### src/rtl/deadzone_expo_response_curve_assert.svh
// assertion macros for the response curve block
`ifndef DEADZONE_EXPO_RESPONSE_CURVE_ASSERT_SVH
`define DEADZONE_EXPO_RESPONSE_CURVE_ASSERT_SVH
`ifndef ASSERT_OFF
`define DZC_ASSERT(lbl, ck, rstn, prop, msg) \
  lbl: assert property (@(posedge ck) disable iff (!rstn) prop) else $error(msg);
`define DZC_ASSERT_NEXT(lbl, ck, rstn, ante, cons, msg) \
  lbl: assert property (@(posedge ck) disable iff (!rstn) (ante) |=> (cons)) else $error(msg);
`else
`define DZC_ASSERT(lbl, ck, rstn, prop, msg)
`define DZC_ASSERT_NEXT(lbl, ck, rstn, ante, cons, msg)
`endif
`endif

### src/rtl/dzc_pkg.sv
package dzc_pkg;

  localparam int FRAC_BITS = 14;
  localparam int LOG_STEPS = 16;
  localparam int Q30       = 30;
  localparam int MAN_W     = Q30 + 1;
  localparam int NRM_W     = 5;
  localparam int POS_W     = 16;

  localparam int ONE_VAL   = 1 << FRAC_BITS;
  localparam int GAIN_MIN  = 2560;
  localparam int GAIN_MAX  = 25600;
  localparam int SCALE_MIN = 3277;
  localparam int SCALE_MAX = 32768;
  localparam int DEAD_MAX  = (ONE_VAL * 4) / 5;
  localparam int SHAPE_MIN = 6554;
  localparam int SHAPE_MAX = 58982;
  localparam int GAIN_RST  = 5120;
  localparam int SCALE_RST = 32768;
  localparam int SHAPE_RST = 32768;
  localparam int GAIN_FB   = 8;

  localparam int MQ_DEPTH  = 4;
  localparam int MQ_AW     = 2;
  localparam int OQ_DEPTH  = 2;
  localparam int OQ_AW     = 1;

  typedef enum logic [2:0] {
    CFG_GAIN  = 3'd0,
    CFG_SCALE = 3'd1,
    CFG_DEAD  = 3'd2,
    CFG_BIAS  = 3'd3,
    CFG_SHAPE = 3'd4
  } cfg_reg_t;

  typedef struct packed {
    logic [14:0]        gain;
    logic [15:0]        scale;
    logic [13:0]        dead;
    logic signed [15:0] bias;
    logic [15:0]        shape;
  } cfg_t;

  typedef struct packed {
    logic neg;
    logic dead;
    logic zero;
  } side_t;

  typedef struct packed {
    side_t             sd;
    logic [NRM_W-1:0]  nx;
    logic [MAN_W-1:0]  mx;
  } mid_item_t;

  typedef struct packed {
    logic [POS_W-1:0] mapped;
    logic             dead;
  } res_item_t;

  function automatic logic [NRM_W-1:0] msb_idx(logic [15:0] v);
    logic [NRM_W-1:0] r;
    r = '0;
    for (int i = 0; i < 16; i++) begin
      if (v[i]) r = NRM_W'(i);
    end
    return r;
  endfunction

  function automatic logic [MAN_W-1:0] norm_man(logic [15:0] v, logic [NRM_W-1:0] n);
    return {{(MAN_W-16){1'b0}}, v} << (NRM_W'(Q30) - n);
  endfunction

  function automatic logic [63:0] isqrt64(logic [63:0] v);
    logic [63:0] r;
    logic [63:0] b;
    logic [63:0] vv;
    r  = '0;
    b  = 64'd1 << 62;
    vv = v;
    for (int i = 0; i < 32; i++) begin
      if (vv >= r + b) begin
        vv = vv - (r + b);
        r  = (r >> 1) + b;
      end else begin
        r = r >> 1;
      end
      b = b >> 2;
    end
    return r;
  endfunction

  function automatic logic [MAN_W-1:0] root_val(int k);
    logic [63:0] r;
    r = 64'd2 << Q30;
    for (int i = 0; i < k; i++) begin
      r = isqrt64(r << Q30);
    end
    return r[MAN_W-1:0];
  endfunction

endpackage

### src/rtl/dzc_front.sv
module dzc_front import dzc_pkg::*; (
  input  logic [POS_W-1:0] raw_position,
  input  cfg_t             cfg,
  output mid_item_t        item
);

  logic signed [16:0] x;
  logic [16:0]        mag;
  logic [15:0]        magc;

  always_comb begin
    x    = 17'($signed(raw_position)) + 17'(cfg.bias);
    mag  = x[16] ? 17'(-x) : 17'(x);
    magc = (mag > 17'(ONE_VAL)) ? 16'(ONE_VAL) : mag[15:0];
    item.sd.neg  = x[16];
    item.sd.dead = mag < {3'b0, cfg.dead};
    item.sd.zero = (mag == '0);
    item.nx      = msb_idx(magc);
    item.mx      = norm_man(magc, item.nx);
  end

endmodule

### config.mk
export PLATFORM = sky130hd
export DESIGN_NAME = dzc_front
export DESIGN_NICKNAME = d
export VERILOG_FILES = /design/src/rtl/deadzone_expo_response_curve_assert.svh /design/src/rtl/dzc_pkg.sv /design/src/rtl/dzc_front.sv
export SDC_FILE = /design/constraint.sdc
export NUM_CORES = 1
export LEC_CHECK = 0
export BUFFER_PORTS_ARGS = -buffer_cell sky130_fd_sc_hd__buf_2
export CAP_MARGIN = 30
export CELL_PAD_IN_SITES_DETAIL_PLACEMENT = 1
export CELL_PAD_IN_SITES_GLOBAL_PLACEMENT = 1
export CORE_ASPECT_RATIO = 0.5
export CORE_MARGIN = 4
export CORE_UTILIZATION = 33
export DETAILED_ROUTE_END_ITERATION = 10
export GPL_TIMING_DRIVEN = 0
export PLACE_DENSITY = 0.82
export SLEW_MARGIN = 20
export SYNTH_ARGS = -nofsm -noshare
export SYNTH_HDL_FRONTEND = slang
export SYNTH_SLANG_ARGS = --single-unit
### constraint.sdc
create_clock -name vclk -period 6.5
set_input_delay 1.3 -clock vclk [all_inputs]
set_output_delay 1.3 -clock vclk [all_outputs]
set_load 0.05 [all_outputs]
-- Word-level counts from Yosys, hierarchy flattened
Index checks and enable logic that the tools add are counted.
W data, S select, Z words.
- register bits after elaboration: 0
- input port bits: 93
- output and inout port bits: 39
- word-level logic and storage cells: 24
- $add $sub $neg: 3
- $lt $le $gt $ge: 2
- shift-type cells: 1
- mux-type cells: 17
- reduce and logical (&&, ||, !) cells: 1
- operators with widths (kind ; number):
    $mux W5 ; 14
    $shl A16 B5 Y31 ; 1
    $add A16 B16 Y17 ; 1
    $gt A17 B15 Y1 const B ; 1
    $logic_not A17 Y1 ; 1
    $lt A17 B14 Y1 ; 1
    $mux W17 ; 1
    $neg A17 Y17 ; 1
    $mux W16 ; 1
    $sub A5 B5 Y5 const A ; 1
    $mux W1 ; 1

-- Depth between registers and ports, before layout
- depth in word-level cells: 22
- depth in mapped cells: 24
- mapped depth without buffers: 24

-- Least setup slack after synthesis
Ideal clock, no wire load.
- path kind: input to output
- from: in raw_position[0]
- to: out item[19] (netlist bit)
- data arrival time: 6.486 ns
- data required time: 5.200 ns
- path slack: -1.286 ns
- stages on the path: 17
- path buffers: 2
- path through: ha_1 -> inv_1 -> fa_1 -> or3b_1 -> mux2i_1 -> o21ai_2 -> a211oi_4 -> and4b_1 -> buf_2 -> mux2_1 -> o22a_1 -> nor3_1 -> or3_1 -> clkbuf_1 -> clkinv_1 -> xnor2_1 -> nor3_1
- RTL lines (item ; RTL line ; text):
    start, declared ; dzc_front.sv:2 ; input logic [POS_W-1:0] raw_position,
    end, declared ; dzc_front.sv:4 ; output mid_item_t item

==> summary.md <==
| Metric | Value |
|---|---|
| Unrepaired setup endpoints after global routing | `yes` |
| WL/cell | `22.0 um` |
| Max FO, Critical Path | `10` |
| Port bufs | `67` |
| First-pass GRT wire length | `roughly 24000 um` |
| Vertical die dimension | `81.3 um` |
| Hold WC Path Type | `in2out` |
| Share of cell area taken by muxes after synthesis | `4.59%` |
| Layout clock buffers | `0` |
| Total routed wirelength | `about 18000 um` |
| Largest area contributor in the synthesized netlist | `sky130_fd_sc_hd__ha_1` |
| Final worst path period share | `115%` |
| Top cells by area, synth | `sky130_fd_sc_hd__ha_1 11%, sky130_fd_sc_hd__a21oi_1 4.9%, sky130_fd_sc_hd__buf_4 4.0%` |
| Synthesized-area fraction occupied by adder cells | `11.1%` |
| Sequential cell count | `0` |
| Post-synthesis share of cell area spent on and, or, nand and nor gates | `27.8%` |
| Die ar. | `about 0.013 sq mm` |
| Total count of hold-check failures in the final report | `0` |
| Detailed-routing iteration count for the pre-antenna-repair pass | `6` |
| Synth-to-Final Area Change | `58.9%` |
| Largest net degree at the start of global routing | `11` |
| Via total after detailed routing | `4982` |
| Dpl cell area | `approximately 0.0044 sq mm` |
| Global router's overall resource usage | `22.3%` |
| Data arrival at the endpoint of the critical path | `about 6000 ps` |
| Synth Warn # | `0` |
| Initial antenna violation count | `0` |
| Netlist Area Pre-Place | `0.00355 sq mm` |
| WS Path Type | `in2out` |
| Violations in the final reports | `negative setup slack` |
| Die X | `155 um` |
| Most common library cells after synthesis | `35 x sky130_fd_sc_hd__a21oi_1, 31 x sky130_fd_sc_hd__nand2_1, 31 x sky130_fd_sc_hd__nor2_1` |
| Congestion Overflow GR | `0` |
| Vias in the first global route | `around 4800` |
| Core Area | `0.0103 sq mm` |
| Tmin final | `7450 ps` |
| Power density over cell area | `240 mW/mm^2` |
| Final hold slack | `around 3200 ps` |
| Sequential share of the synthesized area | `0%` |
| Final count of pins violating max slew | `0` |
| Capturing element of the worst setup path | `item[23]` |
| Most instantiated library cell after synthesis | `sky130_fd_sc_hd__a21oi_1` |
| Post-route DRC violation count | `0` |
| Maximum ir drop on the vdd rail | `~0.10 mV` |
| Endpoint kind of the worst setup timing path | `output port` |
| Number of antenna cells inserted | `0` |
| Share of the synthesized netlist area taken by xor and xnor gates | `approximately 5.6%` |
| Initial standard-cell utilization of the core | `34.3%` |
| Max-cap violations | `0` |
| Required time of the worst setup path | `about 5200 ps` |
| Static leakage | `around 2.5 nW` |
| IO Count | `132` |
| Largest family of logic cells by synthesized area | `compound AO/OA/AOI/OAI gates` |
| Mean instance size in the synthesized netlist | `6.98 sq um` |
| Final HPWL DP | `between 10000 and 15000 um` |
| Post-synthesis cell type count | `90` |
| Number of standard cells in the final layout excluding fillers | `803` |
| Number of nets with antenna violations after detailed routing | `0` |
| Via density per instance | `6.20` |
| Final setup viols | `18` |
| Final total power | `1.35 mW` |
| RD Place Congestion | `0.821` |
| Portion of synthesized cell area occupied by the leading cell type | `10.6%` |
| Crit start category | `input port` |
| Number of placed instances with taps included | `732` |
| Post-synthesis instance total | `508` |
| Area fraction in compound gates after synthesis | `40.2%` |
| 1st-iter DRT viols | `between 300 and 400` |
| Worst Setup SP | `cfg[16]` |
| Combined flip-flop and latch cell area | `0 sq um` |
| Std cell rows | `26` |
| Min setup slack post-route | `-955 ps` |
| Post-Layout Inst Area | `0.00564 sq mm` |
| Run status | `complete, but fails checks` |
| Fmax | `134 MHz` |
| CTS Hold Bufs | `0` |
| Max-slew headroom at the worst pin | `46.7%` |
| Final nets | `789` |
| Layout cell share with drive strength beyond 1 | `47.1%` |
| Worst slew pin tran | `~790 ps` |
| Hold-critical path depth | `6` |
[worst max-delay path: stages]
cell and delay [ps]:
sky130_fd_sc_hd__buf_8 80, sky130_fd_sc_hd__ha_4 150, sky130_fd_sc_hd__inv_2 40, sky130_fd_sc_hd__fa_2 400, sky130_fd_sc_hd__nand2b_4 180, sky130_fd_sc_hd__a211oi_4 340
sky130_fd_sc_hd__buf_6 170, sky130_fd_sc_hd__o211ai_1 230, sky130_fd_sc_hd__nand2_1 190, sky130_fd_sc_hd__xor2_2 210, sky130_fd_sc_hd__or4_4 620, sky130_fd_sc_hd__o311ai_4 400
sky130_fd_sc_hd__o211ai_4 180, sky130_fd_sc_hd__a211oi_4 390, sky130_fd_sc_hd__buf_6 200, sky130_fd_sc_hd__buf_6 180, sky130_fd_sc_hd__nor2_1 90, sky130_fd_sc_hd__a211oi_2 290
sky130_fd_sc_hd__buf_4 160, sky130_fd_sc_hd__o21ai_1 80, sky130_fd_sc_hd__o21ai_4 80, sky130_fd_sc_hd__buf_6 170
[power by group]
part	leakage (nW)	internal (mW)	switching, mW	total (mW)
Combinational	2.48	0.540	0.815	1.35
Sequential	0	0	0	0
Clock	0	0	0	0
Total	2.48	0.540	0.815	1.35
[worst min-delay path by stage]
stage	from	to
2_1_floorplan	cfg[45]	item[37]
3_3_place_gp	cfg[45]	item[37]
3_5_place_dp	cfg[45]	item[37]
4_1_cts	cfg[45]	item[37]
5_1_grt	cfg[45]	item[37]
6_report	cfg[45]	item[37]
[cell families after synthesis]
logic type / Yosys count
xor gates and xnor gates: 21
muxes: 16
buffers and inverters: 73
and+or+nand+nor: 178
adders and majority gates: 31
AOI/OAI and AO/OA: 188
other: 1
[timing repair]
action,in CTS,in global routing
endpoints found under the setup margin,19,20
pin swaps,48,41
resized for setup,109,54
buffers inserted,44,34
cloned,1,0
[metrics by stage]
stage          setup TNS, ps  util (%)  worst slack [ps]
6_report              -12950      54.5              -955
5_1_grt               -15200      54.5             -1060
4_1_cts                -6710      49.9              -511
3_5_place_dp          -20390      42.6             -1490
3_3_place_gp          -17690      42.6             -1250
2_1_floorplan          -5140         -              -435
[cells in the final DEF (no fill, tap or decap), types with 5 or more instances in the layout]
cell                       instances
sky130_fd_sc_hd__nand2_1          26
sky130_fd_sc_hd__inv_1            24
sky130_fd_sc_hd__a21oi_4           5
sky130_fd_sc_hd__nor3_1           19
sky130_fd_sc_hd__a211oi_4          5
sky130_fd_sc_hd__nor2b_1           5
sky130_fd_sc_hd__mux2i_2           5
sky130_fd_sc_hd__buf_6            28
sky130_fd_sc_hd__o211ai_1          7
sky130_fd_sc_hd__nand3_1          11
sky130_fd_sc_hd__a21o_1           10
sky130_fd_sc_hd__o211a_1           5
sky130_fd_sc_hd__a21oi_1          27
sky130_fd_sc_hd__buf_8             5
sky130_fd_sc_hd__nor2_1           25
sky130_fd_sc_hd__and2_1            6
sky130_fd_sc_hd__conb_1           18
sky130_fd_sc_hd__xnor2_1           9
sky130_fd_sc_hd__and3_1            6
sky130_fd_sc_hd__o21a_1           11
sky130_fd_sc_hd__o32a_1            5
sky130_fd_sc_hd__nor2_4            5
sky130_fd_sc_hd__mux2i_1           8
sky130_fd_sc_hd__ha_1             26
sky130_fd_sc_hd__buf_4            89
sky130_fd_sc_hd__nor2_2            6
sky130_fd_sc_hd__o21ai_0          22
sky130_fd_sc_hd__o21ai_2           6
sky130_fd_sc_hd__buf_2            52
sky130_fd_sc_hd__or2_2             6
sky130_fd_sc_hd__a21oi_2           5
sky130_fd_sc_hd__or3_1             5
[area by class of cell]
type | instances | area [sq um]
multi-input combinational | 452 | 3950
inverter | 29 | 116
buffer | 38 | 303
timing repair buffer | 144 | 1100
tap | 140 | 175
fill | 1244 | 4710
[metal layers]
metal / vias to the layer above / track usage [%] / wire [um]
met5: - / 0 / 0
met4: 0 / 3.26 / 711
met3: 64 / 1.70 / 1010
met2: 265 / 41.2 / 8600
met1: 2443 / 29.4 / 7370
li1: 2210 / - / -
Note: power is estimated with default switching activity, not from simulation.
