===== src/rtl/deadzone_expo_response_curve_assert.svh =====
// assertion macros for the response curve block
`ifndef DEADZONE_EXPO_RESPONSE_CURVE_ASSERT_SVH
`define DEADZONE_EXPO_RESPONSE_CURVE_ASSERT_SVH
`ifndef ASSERT_OFF
`define DZC_ASSERT(lbl, ck, rstn, prop, msg) \
  lbl: assert property (@(posedge ck) disable iff (!rstn) prop) else $error(msg);
`define DZC_ASSERT_NEXT(lbl, ck, rstn, ante, cons, msg) \
  lbl: assert property (@(posedge ck) disable iff (!rstn) (ante) |=> (cons)) else $error(msg);
`else
`define DZC_ASSERT(lbl, ck, rstn, prop, msg)
`define DZC_ASSERT_NEXT(lbl, ck, rstn, ante, cons, msg)
`endif
`endif


===== src/rtl/dzc_pkg.sv =====
package dzc_pkg;

  localparam int FRAC_BITS = 14;
  localparam int LOG_STEPS = 16;
  localparam int Q30       = 30;
  localparam int MAN_W     = Q30 + 1;
  localparam int NRM_W     = 5;
  localparam int POS_W     = 16;

  localparam int ONE_VAL   = 1 << FRAC_BITS;
  localparam int GAIN_MIN  = 2560;
  localparam int GAIN_MAX  = 25600;
  localparam int SCALE_MIN = 3277;
  localparam int SCALE_MAX = 32768;
  localparam int DEAD_MAX  = (ONE_VAL * 4) / 5;
  localparam int SHAPE_MIN = 6554;
  localparam int SHAPE_MAX = 58982;
  localparam int GAIN_RST  = 5120;
  localparam int SCALE_RST = 32768;
  localparam int SHAPE_RST = 32768;
  localparam int GAIN_FB   = 8;

  localparam int MQ_DEPTH  = 4;
  localparam int MQ_AW     = 2;
  localparam int OQ_DEPTH  = 2;
  localparam int OQ_AW     = 1;

  typedef enum logic [2:0] {
    CFG_GAIN  = 3'd0,
    CFG_SCALE = 3'd1,
    CFG_DEAD  = 3'd2,
    CFG_BIAS  = 3'd3,
    CFG_SHAPE = 3'd4
  } cfg_reg_t;

  typedef struct packed {
    logic [14:0]        gain;
    logic [15:0]        scale;
    logic [13:0]        dead;
    logic signed [15:0] bias;
    logic [15:0]        shape;
  } cfg_t;

  typedef struct packed {
    logic neg;
    logic dead;
    logic zero;
  } side_t;

  typedef struct packed {
    side_t             sd;
    logic [NRM_W-1:0]  nx;
    logic [MAN_W-1:0]  mx;
  } mid_item_t;

  typedef struct packed {
    logic [POS_W-1:0] mapped;
    logic             dead;
  } res_item_t;

  function automatic logic [NRM_W-1:0] msb_idx(logic [15:0] v);
    logic [NRM_W-1:0] r;
    r = '0;
    for (int i = 0; i < 16; i++) begin
      if (v[i]) r = NRM_W'(i);
    end
    return r;
  endfunction

  function automatic logic [MAN_W-1:0] norm_man(logic [15:0] v, logic [NRM_W-1:0] n);
    return {{(MAN_W-16){1'b0}}, v} << (NRM_W'(Q30) - n);
  endfunction

  function automatic logic [63:0] isqrt64(logic [63:0] v);
    logic [63:0] r;
    logic [63:0] b;
    logic [63:0] vv;
    r  = '0;
    b  = 64'd1 << 62;
    vv = v;
    for (int i = 0; i < 32; i++) begin
      if (vv >= r + b) begin
        vv = vv - (r + b);
        r  = (r >> 1) + b;
      end else begin
        r = r >> 1;
      end
      b = b >> 2;
    end
    return r;
  endfunction

  function automatic logic [MAN_W-1:0] root_val(int k);
    logic [63:0] r;
    r = 64'd2 << Q30;
    for (int i = 0; i < k; i++) begin
      r = isqrt64(r << Q30);
    end
    return r[MAN_W-1:0];
  endfunction

endpackage


===== src/rtl/dzc_midq.sv =====
module dzc_midq import dzc_pkg::*; (
  input  logic      clk,
  input  logic      rst_n,
  input  logic      push,
  input  mid_item_t push_item,
  output logic      full,
  input  logic      pop,
  output logic      empty,
  output mid_item_t head
);

  mid_item_t        mem_r [MQ_DEPTH];
  logic [MQ_AW-1:0] wptr_r;
  logic [MQ_AW-1:0] rptr_r;
  logic [MQ_AW:0]   cnt_r;
  logic             do_push;
  logic             do_pop;

  assign full    = (cnt_r == (MQ_AW+1)'(MQ_DEPTH));
  assign empty   = (cnt_r == '0);
  assign do_push = push && !full;
  assign do_pop  = pop && !empty;
  assign head    = mem_r[rptr_r];

  always_ff @(posedge clk) begin
    if (do_push) mem_r[wptr_r] <= push_item;
  end

  always_ff @(posedge clk) begin
    if (!rst_n) begin
      wptr_r <= '0;
      rptr_r <= '0;
      cnt_r  <= '0;
    end else begin
      if (do_push) wptr_r <= wptr_r + 1'b1;
      if (do_pop) rptr_r <= rptr_r + 1'b1;
      cnt_r <= cnt_r + (MQ_AW+1)'(do_push) - (MQ_AW+1)'(do_pop);
    end
  end

endmodule


===== config.mk =====
export PLATFORM = sky130hd
export DESIGN_NAME = dzc_midq
export DESIGN_NICKNAME = d
export VERILOG_FILES = /design/src/rtl/deadzone_expo_response_curve_assert.svh /design/src/rtl/dzc_pkg.sv /design/src/rtl/dzc_midq.sv
export SDC_FILE = /design/constraint.sdc
export NUM_CORES = 1
export LEC_CHECK = 0
export BUFFER_PORTS_ARGS = -buffer_cell sky130_fd_sc_hd__clkbuf_2
export CORE_ASPECT_RATIO = 2
export CORE_UTILIZATION = 52
export CTS_CLUSTER_SIZE = 20
export DETAILED_ROUTE_END_ITERATION = 7
export PLACE_DENSITY = 0.73
export SETUP_SLACK_MARGIN = 0.4
export SYNTH_ARGS = -nofsm -noshare
export SYNTH_HDL_FRONTEND = slang
export SYNTH_SLANG_ARGS = --single-unit

===== constraint.sdc =====
create_clock -name clk -period 2.7 [get_ports clk]
set_input_delay 0.27 -clock clk [delete_from_list [all_inputs] [get_ports clk]]
set_output_delay 0.27 -clock clk [all_outputs]
set_load 0.01 [all_outputs]

# Word-level counts from Yosys, hierarchy flattened
# Memory sizes are Yosys's and may differ from the RTL's. A register that Yosys moved wholly into a read port is not among the register bits.
# Cells that the tools add are included.
[word_totals]
ff_bits = 7
ram_bits = 156
input_bits = 43
output_inout_bits = 41
elab_cells = 18
n_memories = 1
[op_classes]
add_sub_neg = 4
eq_ne = 1
n_mux = 4
n_reduce_logical = 5
[memory_table]
columns = ["name", "words", "width", "read_ports", "rd_clocked_by_memory_dff", "write_ports", "line_no", "source"]
rows = [
  ["mem_r", 4, 39, 1, 1, 1, "dzc_midq.sv:12", "mid_item_t mem_r [MQ_DEPTH];"],
]
[ops]
columns = ["op", "n"]
rows = [
  ["adder 2 x 1 -> 2 bit (second input constant)", 2],
  ["two-way mux 2 bit", 2],
  ["adder 3 x 1 -> 3 bit", 1],
  ["equality test 3 bit (second input constant)", 1],
  ["zero test 3 bit", 1],
  ["subtractor 3 x 1 -> 3 bit", 1],
  ["logical AND 1 bit", 2],
  ["zero test 1 bit", 2],
  ["two-way mux 1 bit", 2],
]

# Longest topological paths before layout
[depth]
word_depth = 5
mapped_depth = 11
depth_no_buf = 10

# Worst setup path after synthesis
# No wires, ideal clock.
[synth_timing]
kind = "reg-to-reg"
from = "register cnt_r[2]"
to = "register cnt_r[2]"
arrival_ns = 2.143
slack_ns = 0.443
path_stages_with_launch = 12
path_buffers = 1
cell_sequence = "dfxtp_1 nor3b_1 nor2b_1 clkbuf_1 inv_1 ha_1 inv_1 ha_1 fa_1 xnor2_1 xnor2_1 and2_1"
[synth_between]
elab_chain_len = 5
elab_cells_between_ends = 8
cone_classes = "2 x add/sub; 1 x eq/ne; 5 x reduce/logical"
[synth_rtl]
columns = ["element", "line_no", "source"]
rows = [
  ["from (decl)", "dzc_midq.sv:15", "logic [MQ_AW:0] cnt_r;"],
  ["from (signal assigned)", "dzc_midq.sv:37", "cnt_r <= cnt_r + (MQ_AW+1)'(do_push) - (MQ_AW+1)'(do_pop);"],
  ["equality test 3 bit", "dzc_midq.sv:19", "assign full = (cnt_r == (MQ_AW+1)'(MQ_DEPTH));"],
  ["named net full", "dzc_midq.sv:6", "output logic full,"],
  ["zero test 1 bit", "dzc_midq.sv:21", "assign do_push = push && !full;"],
  ["logical AND 1 bit", "dzc_midq.sv:21", ""],
  ["adder 3 x 1 -> 3 bit", "dzc_midq.sv:37", ""],
  ["subtractor 3 x 1 -> 3 bit", "dzc_midq.sv:37", ""],
]
# The timed path passes the listed nets, and every way through them passes these cells.
# A chain may end at the register's enable or synchronous reset.

# Worst setup path in the final report
[layout_timing]
from = "register cnt_r[2]"
to = "register cnt_r[2]"
[layout_between]
elab_chain_len = 5
elab_cells_between_ends = 8
cone_classes = "2 x add/sub; 1 x eq/ne; 5 x reduce/logical"
[layout_rtl]
columns = ["element", "line_no"]
rows = [
  ["equality test 3 bit", "dzc_midq.sv:19"],
  ["zero test 1 bit", "dzc_midq.sv:21"],
  ["logical AND 1 bit", "dzc_midq.sv:21"],
  ["adder 3 x 1 -> 3 bit", "dzc_midq.sv:37"],
  ["subtractor 3 x 1 -> 3 bit (*)", "dzc_midq.sv:37"],
]
# Every way passes the cells marked *; elsewhere a longest branch is shown, timed or not.

==> results.ini <==
[route]
drt_iter0_markers=168
ant_nets=0
firstDrtPassIters=4
routedWlPerCell_um=20.22
routed_via_density=5.463
routed_wl_mm=10.43
num_vias=2819
drc=0

[synth]
synth_common_cells=156 x edfxtp_1, 39 x mux4_2, 9 x dfxtp_1, 7 x and2_1
synth_cell_type_count=21
synth-edff-count=156
ys_seq_area_share_pct=79.77
synth-async-reset-ratio_pct=0
synth-xor-area-share_pct=0.2872
synthesis.nets=304
synth_top_family_by_area=multiplexers
ys.flop_type=edfxtp_1
synth-compound-area-share_pct=0.3693
muxShareOfSynthArea_pct=14.73
synth_top_area_share_pct=76.82
ys_ff_latch=165
synth.most_common_cell=edfxtp_1
synth.area.top_cells=edfxtp_1 77%, mux4_2 14%, dfxtp_1 3.0%
synth_area_mm2=0.006098
synth_warnings=0
synth_simple_gate_area_share_pct=1.867
yosysTopAreaCell=edfxtp_1
synthAdderAreaFrac_pct=1.559
syn_inst=254
synth_area_per_cell_um2=24.01

[sta]
hold_violations=0
finalClockSkew_ns=0.006587
timing.hold.ws_ns=0.06664
rsz0062_at_grt=no
period_needed_ns=2.170
setup_viol=0
tightest_slew_ns=0.5409
period_share_pct=80.38
fin_setup_tns_ns=0
relSlewSlack_pct=63.94
timing.final.max_slew_violations=0
fmaxAchievable_mhz=460.8

[floorplanning]
io_pins=84
die_h_um=155.2
core-area_mm2=0.01135
initial_core_util_pct=53.71
die_w_um=78.58
rows=55
die-area_mm2=0.01219

[place]
routabilityCongestion=0.7112
portBuffers=83
dp.cells=481
post-dp-hpwl_mm=6.720

[worst_setup_path]
cp_num_cells=11
ff2ff_path_depth=11
path_delay_family=adder cells
cp_max_fo=5
cp_num_buf_inv=3
critPathMaxStageDelay_ns=0.36
crit_required_ns=3.01
worstSetupStartpointType=flip-flop
critPathCaptureType=flip-flop
cp_data_arrival_time_ns=2.48
path_class=flip-flop to flip-flop
crit_chain=nor3b_2, nor2b_1, buf_4, inv_1, ha_1, inv_1, ha_1, fa_2, xnor2_2, xnor2_1, and2_1
cp_slowest_cell=fa_2

[min_path]
min_path_cells=1
hold_path.class=input pin to flip-flop

[cts]
cts_buffers=17
ctsHoldBuffers=0
htree_levels=4
clock_path_buffers=2
cts_tree=built
clk_latency_ns=0.42
cts_sinks=165
clkTransAtPathRegs_ns=0.06
cts_root_buffer=clkbuf_16

[pwr]
pwr-share-seq_pct=45.6
netSwitchingPower_mw=1.830
p_comb_share_pct=20.4
clock_power_share_pct=33.9
ir_drop_mv=0.6502
power_density_mw_per_mm2=949.1
p_leak_nw=2.566
p_int_mw=5.199
p_sw_share_pct=26.04

[global_routing]
grt_pass1_wl_mm=16.09
grt_usage_pct=19.00
grt_overflow_total=0
grt_antenna_before_repair=1
grt_pass1_vias=3066
grt_max_degree=26

[layout]
fillers=755
drive_above_1_share_pct=48.53
num-nets-final=410
synthToLayoutAreaGrowth_pct=21.44
fin_util_pct=65.22
layout.cells.non_filler=516

[run]
cap_viol_max_count=0

[run_status]
status=finished, final reports clean

sequential cells by signal, indices dropped and copies added (netlist names), named ones only:
| name | flops |
|---|---|
| rptr_r | 2 |
| mem_r | 156 |
| cnt_r | 3 |
| wptr_r | 2 |
kinds of logic (layout without fill, tap and decap cells):
family,Yosys count,after routing
flops,165,165
mux,41,41
simple gates,19,19
buf+inv,16,135
fa+ha+maj,7,7
compound gates,4,4
xor+xnor,2,2
other cells,0,1
stage by stage:
step                      worst slack (ns)  power (mW)  area, um2
after floorplan                     0.4426       4.163       6098
after global placement              0.5740       4.644       6763
after detailed placement            0.4359       4.695       6763
after CTS                           0.4162       7.072       7363
after global routing                0.4052       7.323       7406
final                               0.5297       7.029       7406
power by group through the flow:
stage	sequential (mW)	clock (mW)	combinational (mW)
floorplan	3.22	0	0.945
global placement	3.23	0	1.42
detailed placement	3.25	0	1.45
CTS	3.20	2.42	1.45
global route	3.23	2.52	1.57
finish	3.21	2.39	1.44
per-layer routing:
layer,global-route usage [%],wire length (um),vias to the layer above
met2,33.71,5976,88
met3,5.689,483,15
met4,9.612,276,0
met5,0,0,-
li1,-,-,1269
met1,19.94,3694,1447
worst register-to-register path: cells and delay by family, from the launching register on:
kind	cells	cell delay (ns)
flops	1	0.35
xor+xnor	2	0.27
buf+inv	3	0.21
simple gates	3	0.43
fa+ha+maj	3	0.81
cell usage in the layout, fill, tap and decap left out, drive strengths merged:
cell,instances
mux4,39
and2,7
inv,12
or3,1
ha,6
edfxtp,156
clkinv,3
o21ai,3
nor3b,1
diode,1
buf,14
fa,1
bufinv,2
nor2b,2
nand2,6
a21boi,1
nor3,1
or4bb,1
dfxtp,9
clkbuf,100
mux2i,2
xnor2,2
clkinvlp,4
timing repair:
action	4_1_cts	5_1_grt
buffers inserted	0	2
resized for setup	1	7
gates cloned	0	0
endpoints found under the setup margin	1	1
area by class of cell:
| type | instances | area, um2 | share of cell area [%] |
|---|---|---|---|
| inverters | 6 | 22.52 | 0.3041 |
| clock buffers | 17 | 425.4 | 5.744 |
| multi-input cells | 73 | 1174 | 15.85 |
| well taps | 142 | 177.7 | 2.399 |
| diodes | 1 | 2.502 | 0.03379 |
| clock inverters | 15 | 171.4 | 2.315 |
| repair buffers | 97 | 561.8 | 7.586 |
| flip-flops and latches | 165 | 4871 | 65.77 |
final timing paths:
check                                            start                    end  slack (ns)
worst min-delay path                      push_item[7]  mem_r[0][7]$_DFFE_PP_        0.07
worst max-delay path               cnt_r[2]$_SDFF_PN0_    cnt_r[2]$_SDFF_PN0_        0.53
worst min register to register  rptr_r[1]$_SDFFE_PN0P_              flip-flop        0.51
worst max register to register     cnt_r[2]$_SDFF_PN0_    cnt_r[2]$_SDFF_PN0_        0.53
No activity file was read; power rests on OpenSTA's default activity.
