<file path="src/rtl/deadzone_expo_response_curve_assert.svh">
// assertion macros for the response curve block
`ifndef DEADZONE_EXPO_RESPONSE_CURVE_ASSERT_SVH
`define DEADZONE_EXPO_RESPONSE_CURVE_ASSERT_SVH
`ifndef ASSERT_OFF
`define DZC_ASSERT(lbl, ck, rstn, prop, msg) \
  lbl: assert property (@(posedge ck) disable iff (!rstn) prop) else $error(msg);
`define DZC_ASSERT_NEXT(lbl, ck, rstn, ante, cons, msg) \
  lbl: assert property (@(posedge ck) disable iff (!rstn) (ante) |=> (cons)) else $error(msg);
`else
`define DZC_ASSERT(lbl, ck, rstn, prop, msg)
`define DZC_ASSERT_NEXT(lbl, ck, rstn, ante, cons, msg)
`endif
`endif

</file>
<file path="src/rtl/dzc_pkg.sv">
package dzc_pkg;

  localparam int FRAC_BITS = 14;
  localparam int LOG_STEPS = 16;
  localparam int Q30       = 30;
  localparam int MAN_W     = Q30 + 1;
  localparam int NRM_W     = 5;
  localparam int POS_W     = 16;

  localparam int ONE_VAL   = 1 << FRAC_BITS;
  localparam int GAIN_MIN  = 2560;
  localparam int GAIN_MAX  = 25600;
  localparam int SCALE_MIN = 3277;
  localparam int SCALE_MAX = 32768;
  localparam int DEAD_MAX  = (ONE_VAL * 4) / 5;
  localparam int SHAPE_MIN = 6554;
  localparam int SHAPE_MAX = 58982;
  localparam int GAIN_RST  = 5120;
  localparam int SCALE_RST = 32768;
  localparam int SHAPE_RST = 32768;
  localparam int GAIN_FB   = 8;

  localparam int MQ_DEPTH  = 4;
  localparam int MQ_AW     = 2;
  localparam int OQ_DEPTH  = 2;
  localparam int OQ_AW     = 1;

  typedef enum logic [2:0] {
    CFG_GAIN  = 3'd0,
    CFG_SCALE = 3'd1,
    CFG_DEAD  = 3'd2,
    CFG_BIAS  = 3'd3,
    CFG_SHAPE = 3'd4
  } cfg_reg_t;

  typedef struct packed {
    logic [14:0]        gain;
    logic [15:0]        scale;
    logic [13:0]        dead;
    logic signed [15:0] bias;
    logic [15:0]        shape;
  } cfg_t;

  typedef struct packed {
    logic neg;
    logic dead;
    logic zero;
  } side_t;

  typedef struct packed {
    side_t             sd;
    logic [NRM_W-1:0]  nx;
    logic [MAN_W-1:0]  mx;
  } mid_item_t;

  typedef struct packed {
    logic [POS_W-1:0] mapped;
    logic             dead;
  } res_item_t;

  function automatic logic [NRM_W-1:0] msb_idx(logic [15:0] v);
    logic [NRM_W-1:0] r;
    r = '0;
    for (int i = 0; i < 16; i++) begin
      if (v[i]) r = NRM_W'(i);
    end
    return r;
  endfunction

  function automatic logic [MAN_W-1:0] norm_man(logic [15:0] v, logic [NRM_W-1:0] n);
    return {{(MAN_W-16){1'b0}}, v} << (NRM_W'(Q30) - n);
  endfunction

  function automatic logic [63:0] isqrt64(logic [63:0] v);
    logic [63:0] r;
    logic [63:0] b;
    logic [63:0] vv;
    r  = '0;
    b  = 64'd1 << 62;
    vv = v;
    for (int i = 0; i < 32; i++) begin
      if (vv >= r + b) begin
        vv = vv - (r + b);
        r  = (r >> 1) + b;
      end else begin
        r = r >> 1;
      end
      b = b >> 2;
    end
    return r;
  endfunction

  function automatic logic [MAN_W-1:0] root_val(int k);
    logic [63:0] r;
    r = 64'd2 << Q30;
    for (int i = 0; i < k; i++) begin
      r = isqrt64(r << Q30);
    end
    return r[MAN_W-1:0];
  endfunction

endpackage

</file>
<file path="src/rtl/dzc_outq.sv">
module dzc_outq import dzc_pkg::*; (
  input  logic      clk,
  input  logic      rst_n,
  input  logic      push,
  input  res_item_t push_item,
  output logic      full,
  input  logic      pop,
  output logic      empty,
  output res_item_t head
);

  res_item_t        mem_r [OQ_DEPTH];
  logic [OQ_AW-1:0] wptr_r;
  logic [OQ_AW-1:0] rptr_r;
  logic [OQ_AW:0]   cnt_r;
  logic             do_push;
  logic             do_pop;

  assign full    = (cnt_r == (OQ_AW+1)'(OQ_DEPTH));
  assign empty   = (cnt_r == '0);
  assign do_push = push && !full;
  assign do_pop  = pop && !empty;
  assign head    = mem_r[rptr_r];

  always_ff @(posedge clk) begin
    if (do_push) mem_r[wptr_r] <= push_item;
  end

  always_ff @(posedge clk) begin
    if (!rst_n) begin
      wptr_r <= '0;
      rptr_r <= '0;
      cnt_r  <= '0;
    end else begin
      if (do_push) wptr_r <= wptr_r + 1'b1;
      if (do_pop) rptr_r <= rptr_r + 1'b1;
      cnt_r <= cnt_r + (OQ_AW+1)'(do_push) - (OQ_AW+1)'(do_pop);
    end
  end

endmodule

</file>
<file path="config.mk">
export PLATFORM = sky130hd
export DESIGN_NAME = dzc_outq
export DESIGN_NICKNAME = d
export VERILOG_FILES = /design/src/rtl/deadzone_expo_response_curve_assert.svh /design/src/rtl/dzc_pkg.sv /design/src/rtl/dzc_outq.sv
export SDC_FILE = /design/constraint.sdc
export NUM_CORES = 1
export LEC_CHECK = 0
export BUFFER_PORTS_ARGS = -buffer_cell sky130_fd_sc_hd__buf_2
export CAP_MARGIN = 0
export CORE_ASPECT_RATIO = 1.1
export CORE_MARGIN = 8
export CORE_UTILIZATION = 55
export CTS_CLUSTER_DIAMETER = 50
export DETAILED_ROUTE_END_ITERATION = 8
export GPL_TIMING_DRIVEN = 0
export PLACE_DENSITY = 0.83
export SETUP_SLACK_MARGIN = 0.1
export SLEW_MARGIN = 20
export SYNTH_ARGS = -nofsm -noshare
export SYNTH_HDL_FRONTEND = slang
export SYNTH_SLANG_ARGS = --single-unit
export TNS_END_PERCENT = 1
</file>
<file path="constraint.sdc">
create_clock -name clk -period 3.04 [get_ports clk]
set_clock_uncertainty 0.15 [all_clocks]
set_input_delay 0.152 -clock clk [delete_from_list [all_inputs] [get_ports clk]]
set_output_delay 0.152 -clock clk [all_outputs]
set_load 0.02 [all_outputs]
</file>
**Word-level counts from Yosys, hierarchy flattened**

Memories as Yosys holds them, arrays and structs flattened. A register that Yosys moved wholly into a read port is not among the register bits.
Cells that the tools add are included.
Widths: inputs -> output; s select.

- Bits in latches: 0
- Word-level logic and storage cells: 18
- Memories: 1
- Output and inout port bits: 19
- Register bits after elaboration: 4
- Memory bits (read-only): 0
- Memory bits (writable): 34
- Input port bits: 21

- $lt $le $gt $ge: 0
- $add $sub $neg: 4
- Bitwise gates (word level): 0
- Divide/modulo/power cells: 0
- Reductions and logical operators: 5
- Multipliers: 0
- Equality and inequality tests: 1
- Shift-type cells: 0
- Muxes and demuxes: 4

Memory list:

| name | depth | width | rd ports | clocked after memory_dff | wr ports | line | text |
|---|---|---|---|---|---|---|---|
| mem_r | 2 | 17 | 1 | 1 | 1 | dzc_outq.sv:12 | `res_item_t mem_r [OQ_DEPTH];` |

Operator list:

| cell | number |
|---|---|
| $mux 1 | 4 |
| $add 1x1->1 const B | 2 |
| $add 2x1->2 | 1 |
| $eq 2x2->1 const B | 1 |
| $logic_and 1x1->1 | 2 |
| $logic_not 1->1 | 2 |
| $logic_not 2->1 | 1 |
| $sub 2x1->2 | 1 |

**Depth between registers and ports, before layout**

Gate-level depths: netlist of run 1.

- Word-level depth: 5
- Mapped depth: 8
- Depth with buffers taken out: 8

**Worst setup path after synthesis of run 1**

No wires, ideal clock.

- Path type: reg2reg
- From: reg cnt_r[0]
- To: mem mem_r[0][0] (netlist name), enable pin
- Path slack: 1,174 ps
- Clock period less this slack: 1,866 ps
- Arrival time: 1,326 ps
- Library setup time: 390 ps
- Buffers on the path: 0
- Cell stages (with the launch flop): 4
- Data required time: 2,500 ps
- Path through: dfxtp_1 -> nand2b_1 -> nand2_1 -> nor2_1

- Longest elaborated chain between the ends: 5

Ends and longest elaborated chain:

| element | line | text |
|---|---|---|
| from (decl) | dzc_outq.sv:15 | `logic [OQ_AW:0] cnt_r;` |
| from (signal assigned) | dzc_outq.sv:37 | `cnt_r <= cnt_r + (OQ_AW+1)'(do_push) - (OQ_AW+1)'(do_pop);` |
| $eq 2x2->1 | dzc_outq.sv:19 | `assign full = (cnt_r == (OQ_AW+1)'(OQ_DEPTH));` |
| $logic_not 1->1 | dzc_outq.sv:21 | `assign do_push = push && !full;` |
| $logic_and 1x1->1 | dzc_outq.sv:21 |  |
| $mux 1 | dzc_outq.sv:26 | `if (do_push) mem_r[wptr_r] <= push_item;` |
| $mux 1 (implied by the code) | dzc_outq.sv:26 |  |
| to (decl) | dzc_outq.sv:12 |  |

Every way passes these cells.

**Worst setup path after layout of run 1**

- From: reg cnt_r[0]
- To: reg cnt_r[1]

- Longest elaborated chain between the ends: 5
- Elaborated cells on any way between the ends: 8
- Classes of those cells: 2 x add/sub; 1 x eq/ne; 5 x reduce/logical

Ends and longest elaborated chain:

| element | line |
|---|---|
| $eq 2x2->1 | dzc_outq.sv:19 |
| $logic_not 1->1 | dzc_outq.sv:21 |
| $logic_and 1x1->1 | dzc_outq.sv:21 |
| $add 2x1->2 | dzc_outq.sv:37 |
| $sub 2x1->2 * | dzc_outq.sv:37 |

Mark *: on every way between the ends. The rest lies on a longest branch, timed or not.
A chain may end at the register's enable or synchronous reset.

==> out/qor.txt, run 1 <==
CP endpoint kind - register
post-layout instance area - 2011 sq um
via count normalized by instance count - 4.753
clock group share of total power - 19.6%
clock tree root buffer cell - sky130_fd_sc_hd__clkbuf_4
Core Footprint - 2703 sq um
number of distinct standard cells referenced by the synthesized netlist - 18
Power Density - 815.8 nW/um^2
Post-synth top flop - sky130_fd_sc_hd__edfxtp_1
async set or reset register ratio after synthesis - 0%
Mapped Nets - 103
number of vias in the routed layout - 846
setup repair after global routing missed its margin - no
number of buffers inserted by port buffering - 39
Bufs on Longest Clock Path - 2
Hold WC Path Type - input port to register
# Max-Cap Violations - 0
Total Routed Length - 2532 microns
most frequent cell after synthesis - sky130_fd_sc_hd__edfxtp_1
site row count - 20
layout cells sized above 1 - 45.52%
total CTS buffers - 5
count of endpoints failing hold in the final timing report - 0
remaining antenna violation count - 0
Sequential Power Share - 44.6%
diodes inserted - 0
die span in x - 66.05 microns
TNS Setup - 0 ns
placed wire-length estimate after detailed placement - 1830 microns
xor/xnor cell area share of the yosys netlist - 1.156%
Final Critical Period - 1.896 ns
number of failing setup endpoints in the final timing report - 0
leading area contributor after synthesis - sky130_fd_sc_hd__edfxtp_1
total net switching power - 0.5042 mW
antenna violations before repair - 0
maximum number of pins on one net before global-route repair - 18
max_slew headroom - 43.99%
area of the die - 4693 sq um
transition time of the tightest slew-check pin - 0.8393 ns
number of flops mapped to enable cells by yosys - 34
iteration count of the initial detailed-routing pass - 4
TritonCTS clock tree - done
wire length of the first global-routing pass - 4050 microns
Max VDD drop - 0.0006066 V
clock latency on the worst-skew pair - 0.33 ns
highest achievable clock rate - 527.6 MHz
Top Ports - 40
cell area after synthesis - 1515 sq um
fraction of power spent switching nets - 30.74%
H-tree levels - 2
clock transition at the register clock pins on the worst setup and hold paths after CTS - 0.11 ns
CP startpoint kind - register
post-route clock period utilization - 62.35%
fraction of post-synthesis cell area in the top cell type by area - 67.38%
total placed instance area - 1754 sq um
worst slack at placement - 1.133 ns
worst-path maximum fanout - 4
Leak - 0.8285 nW
portion of total power attributed to combinational logic - 35.8%
mux cell area share after synthesis - 15.77%
Compound-Gate Fraction of Synth Area - 0.4955%
number of pins with negative max-slew slack in the final report - 0
basic-gate share of the synthesized area counting and, or, nand and nor cells - 4.129%
Power Internal - 1.136 mW
number of clock sinks seen by CTS - 39
number of warnings issued by yosys - 0
sequential cell area fraction in the yosys report - 73.99%
height of the die - 71.05 microns
final net count - 167
mean area per synthesized cell - 18.94 sq um
ranking of synthesized cells by instance count - sky130_fd_sc_hd__edfxtp_1 (34), sky130_fd_sc_hd__mux2_4 (10), sky130_fd_sc_hd__mux2_2 (7), sky130_fd_sc_hd__dfxtp_1 (5), sky130_fd_sc_hd__nor2_1 (5)
endpoint arrival time on the critical path - 2.00 ns
routability congestion estimate - 0.6299
critical path type - register to register
top cells by area in the synthesized netlist - sky130_fd_sc_hd__edfxtp_1 (67%), sky130_fd_sc_hd__mux2_4 (9.9%), sky130_fd_sc_hd__dfxtp_1 (6.6%), sky130_fd_sc_hd__mux2_2 (5.2%), sky130_fd_sc_hd__ha_1 (1.7%)
DRC Markers - 0
total of cells resized after clock tree synthesis - 0
vias in the first global route - 948
Initial DRC Count - 12
starting density of the core - 56.06%
status - complete, no violations
synthesized flop and latch total - 39
wire length per cell after detailed routing - 14.22 microns
Post-Synth Adder-Cell Area - 1.652%
Synth Instances - 80
required time of the critical path - 3.15 ns
largest family of logic cells by synthesized area - multiplexers
gr ovfl total - 0
setup slack after layout - 1.145 ns
global routing usage summed across all routing layers - 11.43%
area added between synthesis and finish - 32.70%
-- cells in the final DEF (no fill, tap or decap) --
cell type	n
sky130_fd_sc_hd__ha_1	2
sky130_fd_sc_hd__clkbuf_4	5
sky130_fd_sc_hd__mux2_2	7
sky130_fd_sc_hd__and2_1	2
sky130_fd_sc_hd__edfxtp_1	34
sky130_fd_sc_hd__nor2_2	1
sky130_fd_sc_hd__mux2_4	10
sky130_fd_sc_hd__buf_2	39
sky130_fd_sc_hd__bufinv_16	1
sky130_fd_sc_hd__mux2i_1	1
sky130_fd_sc_hd__buf_6	1
sky130_fd_sc_hd__nor3_1	1
sky130_fd_sc_hd__and3_1	1
sky130_fd_sc_hd__dfxtp_1	5
sky130_fd_sc_hd__dlygate4sd3_1	18
sky130_fd_sc_hd__o21a_1	1
sky130_fd_sc_hd__inv_1	3
sky130_fd_sc_hd__xor2_1	1
sky130_fd_sc_hd__nor2_1	4
sky130_fd_sc_hd__buf_12	1
sky130_fd_sc_hd__clkinv_1	1
sky130_fd_sc_hd__clkinv_2	1
sky130_fd_sc_hd__xnor2_1	1
sky130_fd_sc_hd__nand2_1	2
sky130_fd_sc_hd__nand2b_1	2
-- critical path, cell delays in order (launching register included) --
cell and delay, ns:
sky130_fd_sc_hd__dfxtp_1 0.39, sky130_fd_sc_hd__nand2b_1 0.18, sky130_fd_sc_hd__nand2_1 0.13, sky130_fd_sc_hd__ha_1 0.31, sky130_fd_sc_hd__inv_1 0.05, sky130_fd_sc_hd__ha_1 0.18, sky130_fd_sc_hd__xor2_1 0.15, sky130_fd_sc_hd__and2_1 0.16
sky130_fd_sc_hd__nor3_1 0.13
-- flip-flops by register name (all words and copies together) (netlist names), named ones only --
register and count:
mem_r 34, wptr_r 1, cnt_r 2, rptr_r 1
-- power groups by stage --
stage | Clock, mW | Combinational [mW] | Sequential, mW
after floorplan | 0 | 0.426 | 0.732
after global placement | 0 | 0.558 | 0.737
after detailed placement | 0 | 0.582 | 0.745
after CTS | 0.332 | 0.601 | 0.733
after global routing | 0.353 | 0.636 | 0.740
final | 0.321 | 0.587 | 0.732
-- layout make-up --
class                   count  area [sq um]
flip-flops and latches     39          1121
fillers                   178         691.9
repair buffers             57         375.4
multi-input cells          36         354.1
well taps                  33         41.29
clock inverters             3         38.79
clock buffers               5         37.54
plain buffers               2         31.28
inverters                   3         11.26
-- path summary, 6_finish.rpt --
check / startpoint / endpoint / slack [ns] / depth (start not counted)
max: cnt_r[0] / cnt_r[1] / 1.14 / 8
min: push / wptr_r / 0.03 / 3
max reg2reg: cnt_r[0] / cnt_r[1] / 1.14 / 8
min reg2reg: wptr_r / wptr_r / 0.37 / 2
-- stage by stage --
stage | instances | hold WS [ns] | util [%] | power (mW)
global placement | 152 | 0.1909 | 64.81 | 1.294
finish | 178 | 0.02772 | 74.40 | 1.640
global route | 178 | 0.02977 | 74.40 | 1.729
floorplan | 80 | 0.1009 | - | 1.159
detailed placement | 152 | 0.1933 | 64.91 | 1.327
CTS | 178 | 0.01453 | 74.40 | 1.666
-- cell families after synthesis --
group                      Yosys count
DFF                                 39
muxes                               18
and+or+nand+nor                     13
buffers and inverters                5
xor gates and xnor gates             2
adders and majority gates            2
AOI/OAI and AO/OA                    1
-- per-layer routing --
metal,vias up,part of all wire [%],global-route usage (%)
met2,31,53,20.28
met1,386,38,11.23
met4,0,0.99,3.563
li1,425,-,-
met3,4,7.9,5.529
met5,-,0,0
-- repair_timing --
action	in CTS	in global routing
setup buffers	0	0
endpoints found under the hold margin	39	0
hold buffers	18	0
(Power assumes the default switching activity.)
==> inputs of run 2 (changes only) <==
- CORE_UTILIZATION: 55 -> 46
- PLACE_DENSITY: 0.83 -> 0.74
- clock period: 3.04 -> 1.7 ns (I/O delays scaled with it)
==> run 2 against run 1 <==
  * Clock power increased by 30%
  * Cell count grew 3.9%
  * Sequential share of layout area is 3.6 points lower
  * Via count is 3.9% higher
  * Register-to-register slack got worse by 1.1 ns
  * Total power increased by 87%
  * Highest routed layer unchanged
  * Largest cell class unchanged
  * Die area increased by 15%
  * First-iteration DRC count increased to 5.8 times the previous value
==> out/qor.txt, run 2 (synthesized netlist as in run 1, its figures left out) <==
status - complete, no violations
Final Critical Period - 1.676 ns (-0.2191 ns)
area of the die - 5389 sq um (+15%)
highest-delay cell along the critical path - sky130_fd_sc_hd__dfxtp_4
routed length on met3 - 178 microns (-11%)
TritonCTS clock tree - done
Largest register FFs - 34 (unchanged)
Initial DRC Count - 69 (+57)
final net count - 171 (+2.4%)
Hold WC Path Type - input port to register
H-tree levels - 2 (unchanged)
Total Routed Length - 2722 microns (+7.5%)
global routing usage summed across all routing layers - 10.65% (-0.77 points)
Leak - 0.8640 nW (+4.3%)
commonest cells after routing, fill and taps aside - sky130_fd_sc_hd__edfxtp_1 (34), sky130_fd_sc_hd__buf_2 (29), sky130_fd_sc_hd__dlygate4sd3_1 (19)
setup repair after global routing missed its margin - yes
number of buffers inserted by port buffering - 39 (unchanged)
clock transition at the register clock pins on the worst setup and hold paths after CTS - 0.10 ns (about the same)
Most flops, register - mem_r
highest routed metal layer - met4
highest achievable clock rate - 596.5 MHz (+13%)
total CTS buffers - 5 (unchanged)
Core Footprint - 3248 sq um (+20%)
CP endpoint kind - register
Routed met2 length - 1520 microns (+13%)
height of the die - 76.20 microns (+7.2%)
layout cells sized above 1 - 55.03% (+9.5 points)
area added between synthesis and finish - 42.61%
Hold Crit Start - pop
iteration count of the initial detailed-routing pass - 4 (unchanged)
slowest stage delay, CP - 0.37 ns (-0.02 ns)
wire length per cell after detailed routing - 14.71 microns (+3.4%)
placed wire-length estimate after detailed placement - 1784 microns (-2.5%)
r2r startpoint - cnt_r[0]
post-route clock period utilization - 98.61% (+36 points)
Power Total - 3.071 mW (+87%)
transition time of the tightest slew-check pin - 0.5152 ns (-0.3241 ns)
portion of total power attributed to combinational logic - 43.0% (+7.2 points)
cell count of the worst hold path - 5 (+2)
die span in x - 70.72 microns (+7.1%)
worst-path maximum fanout - 4 (unchanged)
antenna violations before repair - 0 (unchanged)
CP startpoint kind - register
setup slack after layout - 0.02358 ns (-1.121 ns)
maximum number of pins on one net before global-route repair - 18 (unchanged)
clock tree root buffer cell - sky130_fd_sc_hd__clkbuf_4
register-to-register setup slack - 0.02 ns (-1.12 ns)
wire length of the first global-routing pass - 4429 microns (+9.4%)
wl on met1 - 994 microns (+3.2%)
RR Endpoint - cnt_r[1]
Power Density - 1421 nW/um^2 (+74%)
max_slew headroom - 65.57% (+22 points)
Top Ports - 40 (unchanged)
number of placed cells counting well taps - 155 (+2.0%)
worst slack at placement - -0.1741 ns (-1.308 ns)
via count normalized by instance count - 4.751 (about the same)
clock group share of total power - 13.6% (-6.0 points)
clock latency on the worst-skew pair - 0.32 ns (about the same)
Max VDD drop - 0.0008067 V (+33%)
endpoint arrival time on the critical path - 1.77 ns (-0.23 ns)
required time of the critical path - 1.80 ns (-1.35 ns)
final core area utilization - 66.53% (-7.9 points)
routability congestion estimate - 0.6205 (-1.5%)
most common cell after layout, fill and taps aside - sky130_fd_sc_hd__edfxtp_1
worst path cell trace - o21a_4 > ha_4 > inv_2 > ha_4 > xor2_2 > and2_4 > nor3_2
cell repeated most along the worst path - sky130_fd_sc_hd__ha_4
diodes inserted - 0 (unchanged)
critical path type - register to register
Power Internal - 2.098 mW (+85%)
Register-to-Register Path Depth - 7 (-1)
fraction of power spent switching nets - 31.69% (+0.95 points)
vias in the first global route - 945 (-0.32%)
number of vias in the routed layout - 879 (+3.9%)
remaining antenna violation count - 0 (unchanged)
total net switching power - 0.9731 mW (+93%)
starting density of the core - 46.65% (-9.4 points)
site row count - 22 (+10%)
Regs by FF count - mem_r: 34 flops, cnt_r: 2 flops
count of endpoints failing hold in the final timing report - 0 (unchanged)
gr ovfl total - 0 (unchanged)
number of pins with negative max-slew slack in the final report - 0 (unchanged)
final cell count without fillers - 185 (+3.9%)
TNS Setup - 0 ns (unchanged)
number of clock sinks seen by CTS - 39 (unchanged)
Bufs on Longest Clock Path - 2 (unchanged)
Sequential Power Share - 43.4% (-1.2 points)
DRC Markers - 0 (unchanged)
number of failing setup endpoints in the final timing report - 0 (unchanged)
# Max-Cap Violations - 0 (unchanged)
-- run 2: changes by cell type in the layout (fill, tap and decap cells not counted), sizes merged --
cell,previous run,this run
buf,41,44
bufinv,1,0
clkbuf,5,7
clkinv,2,1
dlygate4sd3,18,19
-- run 2: cell type report --
type / count / area [sq um]
Fill cell: 240 / 1087
Clock buffer: 7 / 45.04
Timing Repair Buffer: 61 / 470.5
Buffer: 2 / 31.28
Tap cell: 36 / 45.04
Multi-Input combinational cell: 36 / 425.4
Sequential cell: 39 / 1127
Inverter: 3 / 11.26
Clock inverter: 1 / 5.005
-- run 2: how the worst max path moves through the flow --
| stage | from | endpoint | slack (ns) | cells after the start |
|---|---|---|---|---|
| after floorplan | cnt_r[0] | cnt_r[1] | 0.02 | 8 |
| after global placement | cnt_r[0] | mem_r[0][10] | -0.14 | 3 |
| after detailed placement | cnt_r[0] | mem_r[0][9] | -0.17 | 3 |
| after CTS | cnt_r[1] | cnt_r[1] | -0.03 | 7 |
| after global routing | cnt_r[0] | cnt_r[1] | -0.03 | 8 |
| final | cnt_r[0] | cnt_r[1] | 0.02 | 7 |
-- run 2: what timing repair did --
| action | 4_1_cts | 5_1_grt |
|---|---|---|
| cloned | 0 | 0 |
| resized for setup | 28 | 10 |
| setup endpoints to repair | 46 | 13 |
| pin swaps | 0 | 5 |
| hold buffers | 19 | 0 |
| buffers inserted | 0 | 3 |
| hold endpoints to repair | 39 | 0 |
-- run 2: stage by stage --
step | cell area (sq um) | hold slack (ns)
2_1_floorplan | 1518 | 0.03387
3_3_place_gp | 1758 | 0.1242
3_5_place_dp | 1758 | 0.1265
4_1_cts | 2086 | 0.03025
5_1_grt | 2161 | 0.1055
6_report | 2161 | 0.1142
-- run 2: power by group through the flow --
| stage | sequential [mW] | clock, mW | combinational (mW) |
|---|---|---|---|
| 2_1_floorplan | 1.31 | 0 | 0.765 |
| 3_3_place_gp | 1.32 | 0 | 1.01 |
| 3_5_place_dp | 1.33 | 0 | 1.03 |
| 4_1_cts | 1.32 | 0.437 | 1.22 |
| 5_1_grt | 1.35 | 0.472 | 1.42 |
| 6_report | 1.33 | 0.418 | 1.32 |
-- run 2: routing by layer --
layer  track usage [%]  vias to the layer above
met4             3.750                        0
met1             10.36                      416
met2             18.76                       27
li1                  -                      432
met5                 0                        -
met3             5.395                        4
-- run 2: worst max-delay path: cells and delay by family (launching register included) --
kind / cells / cell delay (ns)
adder cells (fa/ha/maj): 2 / 0.40
flip-flops: 1 / 0.37
AND/OR/NAND/NOR: 2 / 0.24
AO/OA/AOI/OAI: 1 / 0.23
XOR/XNOR: 1 / 0.18
buffers and inverters: 1 / 0.03
==> inputs of run 3 (changes only) <==
- BUFFER_PORTS_ARGS: -buffer_cell sky130_fd_sc_hd__buf_2 -> -buffer_cell sky130_fd_sc_hd__buf_4
==> run 3 against run 2 <==
  * Largest cell class unchanged
  * Worst setup slack lost 0.038 ns
  * Non-clock buffer count shrank 1
  * Clock power grew 24%
  * The run now ends with negative hold slack, negative setup slack left
  * Largest power group is now combinational logic
  * Worst hold slack lost 0.12 ns
  * Design area grew 3.6%
  * Via count shrank 0.91%
  * Sequential power is essentially flat
  * Sequential share of layout area shrank 1.8 points
==> out/qor.txt, run 3 (synthesized netlist as in run 1, its figures left out) <==
via count normalized by instance count - 4.734 (-0.37%)
highest-delay cell along the critical path - sky130_fd_sc_hd__dfxtp_2
final cell count without fillers - 184 (-0.54%)
placed wire-length estimate after detailed placement - 1869 microns (+4.8%)
most common cell after layout, fill and taps aside - sky130_fd_sc_hd__edfxtp_1
CP startpoint kind - register
worst path cell trace - nand2b_4 > nand2_4 > ha_4 > inv_2 > ha_2 > xor2_2 > and2_4 > nor3_2
clock transition at the register clock pins on the worst setup and hold paths after CTS - 0.10 ns (about the same)
antenna violations before repair - 0 (unchanged)
height of the die - 76.20 microns (unchanged)
layout cells sized above 1 - 54.73% (-0.30 points)
transition time of the tightest slew-check pin - 0.5074 ns (-0.007806 ns)
count of endpoints failing hold in the final timing report - 1 (+1)
Regs by FF count - mem_r: 34 flops, cnt_r: 2 flops
number of buffers inserted by port buffering - 39 (unchanged)
Power Density - 1432 nW/um^2 (+0.79%)
wire length per cell after detailed routing - 15.72 microns (+6.9%)
Core Footprint - 3248 sq um (unchanged)
endpoint arrival time on the critical path - 1.79 ns (+0.02 ns)
area of the die - 5389 sq um (unchanged)
post-route clock period utilization - 100.9% (+2.2 points)
gr ovfl total - 0 (unchanged)
Initial DRC Count - 26 (-62%)
setup repair after global routing missed its margin - yes
Most flops, register - mem_r
Hold WC Path Type - input port to register
DRC Markers - 0 (unchanged)
status - complete, but fails checks
site row count - 22 (unchanged)
global routing usage summed across all routing layers - 10.91% (+0.25 points)
critical path type - register to register
Power Total - 3.206 mW (+4.4%)
Bufs on Longest Clock Path - 2 (unchanged)
clock latency on the worst-skew pair - 0.32 ns (about the same)
number of filler instances in the final layout - 228 (-5.0%)
iteration count of the initial detailed-routing pass - 2 (-2)
violated checks - negative hold slack, negative setup slack
number of clock sinks seen by CTS - 39 (unchanged)
TNS Setup - -0.01464 ns (-0.01464 ns)
final-layout worst hold slack - -0.0008564 ns (-0.1151 ns)
vias in the first global route - 995 (+5.3%)
Final Critical Period - 1.715 ns (+0.03822 ns)
number of vias in the routed layout - 871 (-0.91%)
TritonCTS clock tree - done
remaining antenna violation count - 0 (unchanged)
Top Ports - 40 (unchanged)
slowest stage delay, CP - 0.37 ns (about the same)
Max VDD drop - 0.001014 V (+26%)
H-tree levels - 2 (unchanged)
die span in x - 70.72 microns (unchanged)
total CTS buffers - 5 (unchanged)
final net count - 170 (-0.58%)
routability congestion estimate - 0.6032 (-2.8%)
total placed instance area - 1856 sq um (+5.6%)
Leak - 0.9035 nW (+4.6%)
# Max-Cap Violations - 0 (unchanged)
number of pins with negative max-slew slack in the final report - 0 (unchanged)
area added between synthesis and finish - 47.73%
diodes inserted - 0 (unchanged)
number of placed cells counting well taps - 155 (unchanged)
starting density of the core - 46.65% (unchanged)
highest achievable clock rate - 583.2 MHz (-2.2%)
number of failing setup endpoints in the final timing report - 1 (+1)
CP endpoint kind - register
maximum number of pins on one net before global-route repair - 18 (unchanged)
required time of the critical path - 1.78 ns (-0.02 ns)
setup slack after layout - -0.01464 ns (-0.03822 ns)
clock tree root buffer cell - sky130_fd_sc_hd__clkbuf_4
wire length of the first global-routing pass - 4595 microns (+3.7%)
commonest cells after routing, fill and taps aside - sky130_fd_sc_hd__edfxtp_1 (34), sky130_fd_sc_hd__buf_4 (31), sky130_fd_sc_hd__dlygate4sd3_1 (18)
Largest register FFs - 34 (unchanged)
max_slew headroom - 66.09% (+0.52 points)
worst-path maximum fanout - 4 (unchanged)
post-layout instance area - 2238 sq um (+3.6%)
Total Routed Length - 2893 microns (+6.3%)
[run 3: what timing repair did]
action / in CTS / in global routing
setup buffers: 0 / 2
hold endpoints to repair: 39 / 0
pin swaps: 0 / 4
hold buffers: 19 / 0
endpoints found under the setup margin: 46 / 13
resized for setup: 16 / 12
gates cloned: 0 / 0
[run 3: area by class of cell]
cell class	instances	area, sq um	share of cell area, %
sequential	39	1127	50.36
inverter	3	11.26	0.5031
buffer	2	31.28	1.397
timing repair buffer	60	538.0	24.04
multi-input combinational	36	416.7	18.61
clock buffer	8	68.82	3.074
tap	36	45.04	2.012
[run 3: path summary, 6_finish.rpt]
kind / start / end / slack, ns / cells past startpoint
max: cnt_r[0] / cnt_r[1] / -0.01 / 8
min: pop / register / -0.0009 / 4
max reg2reg: cnt_r[0] / cnt_r[1] / -0.01 / 8
min reg2reg: rptr_r / register / 0.39 / 2
[run 3: power breakdown]
| group | leakage, nW | internal [mW] | switching [mW] |
|---|---|---|---|
| Combinational | 0.505 | 0.728 | 0.628 |
| Clock | 0.0386 | 0.244 | 0.276 |
| Sequential | 0.360 | 1.25 | 0.0796 |
| Total | 0.904 | 2.22 | 0.983 |
[run 3: critical path: cells and delay by family, from the launching register on]
family / cells / cell delay (ns)
simple gates: 4 / 0.43
buf+inv: 1 / 0.03
fa+ha+maj: 2 / 0.43
xor+xnor: 1 / 0.21
flops: 1 / 0.37
[run 3: metrics by stage]
step	worst slack [ns]	util (%)
final	-0.01464	68.91
after detailed placement	-0.1920	57.13
after global placement	-0.1630	57.13
after global routing	-0.06828	68.91
after floorplan	0.02257	-
after CTS	-0.03906	66.83
[run 3: layer usage]
metal | routed length [microns] | global-route usage [%] | vias up
li1 | - | - | 426
met1 | 1069 | 10.30 | 416
met2 | 1635 | 19.96 | 25
met3 | 172 | 5.000 | 4
met4 | 16 | 3.750 | 0
met5 | 0 | 0 | -
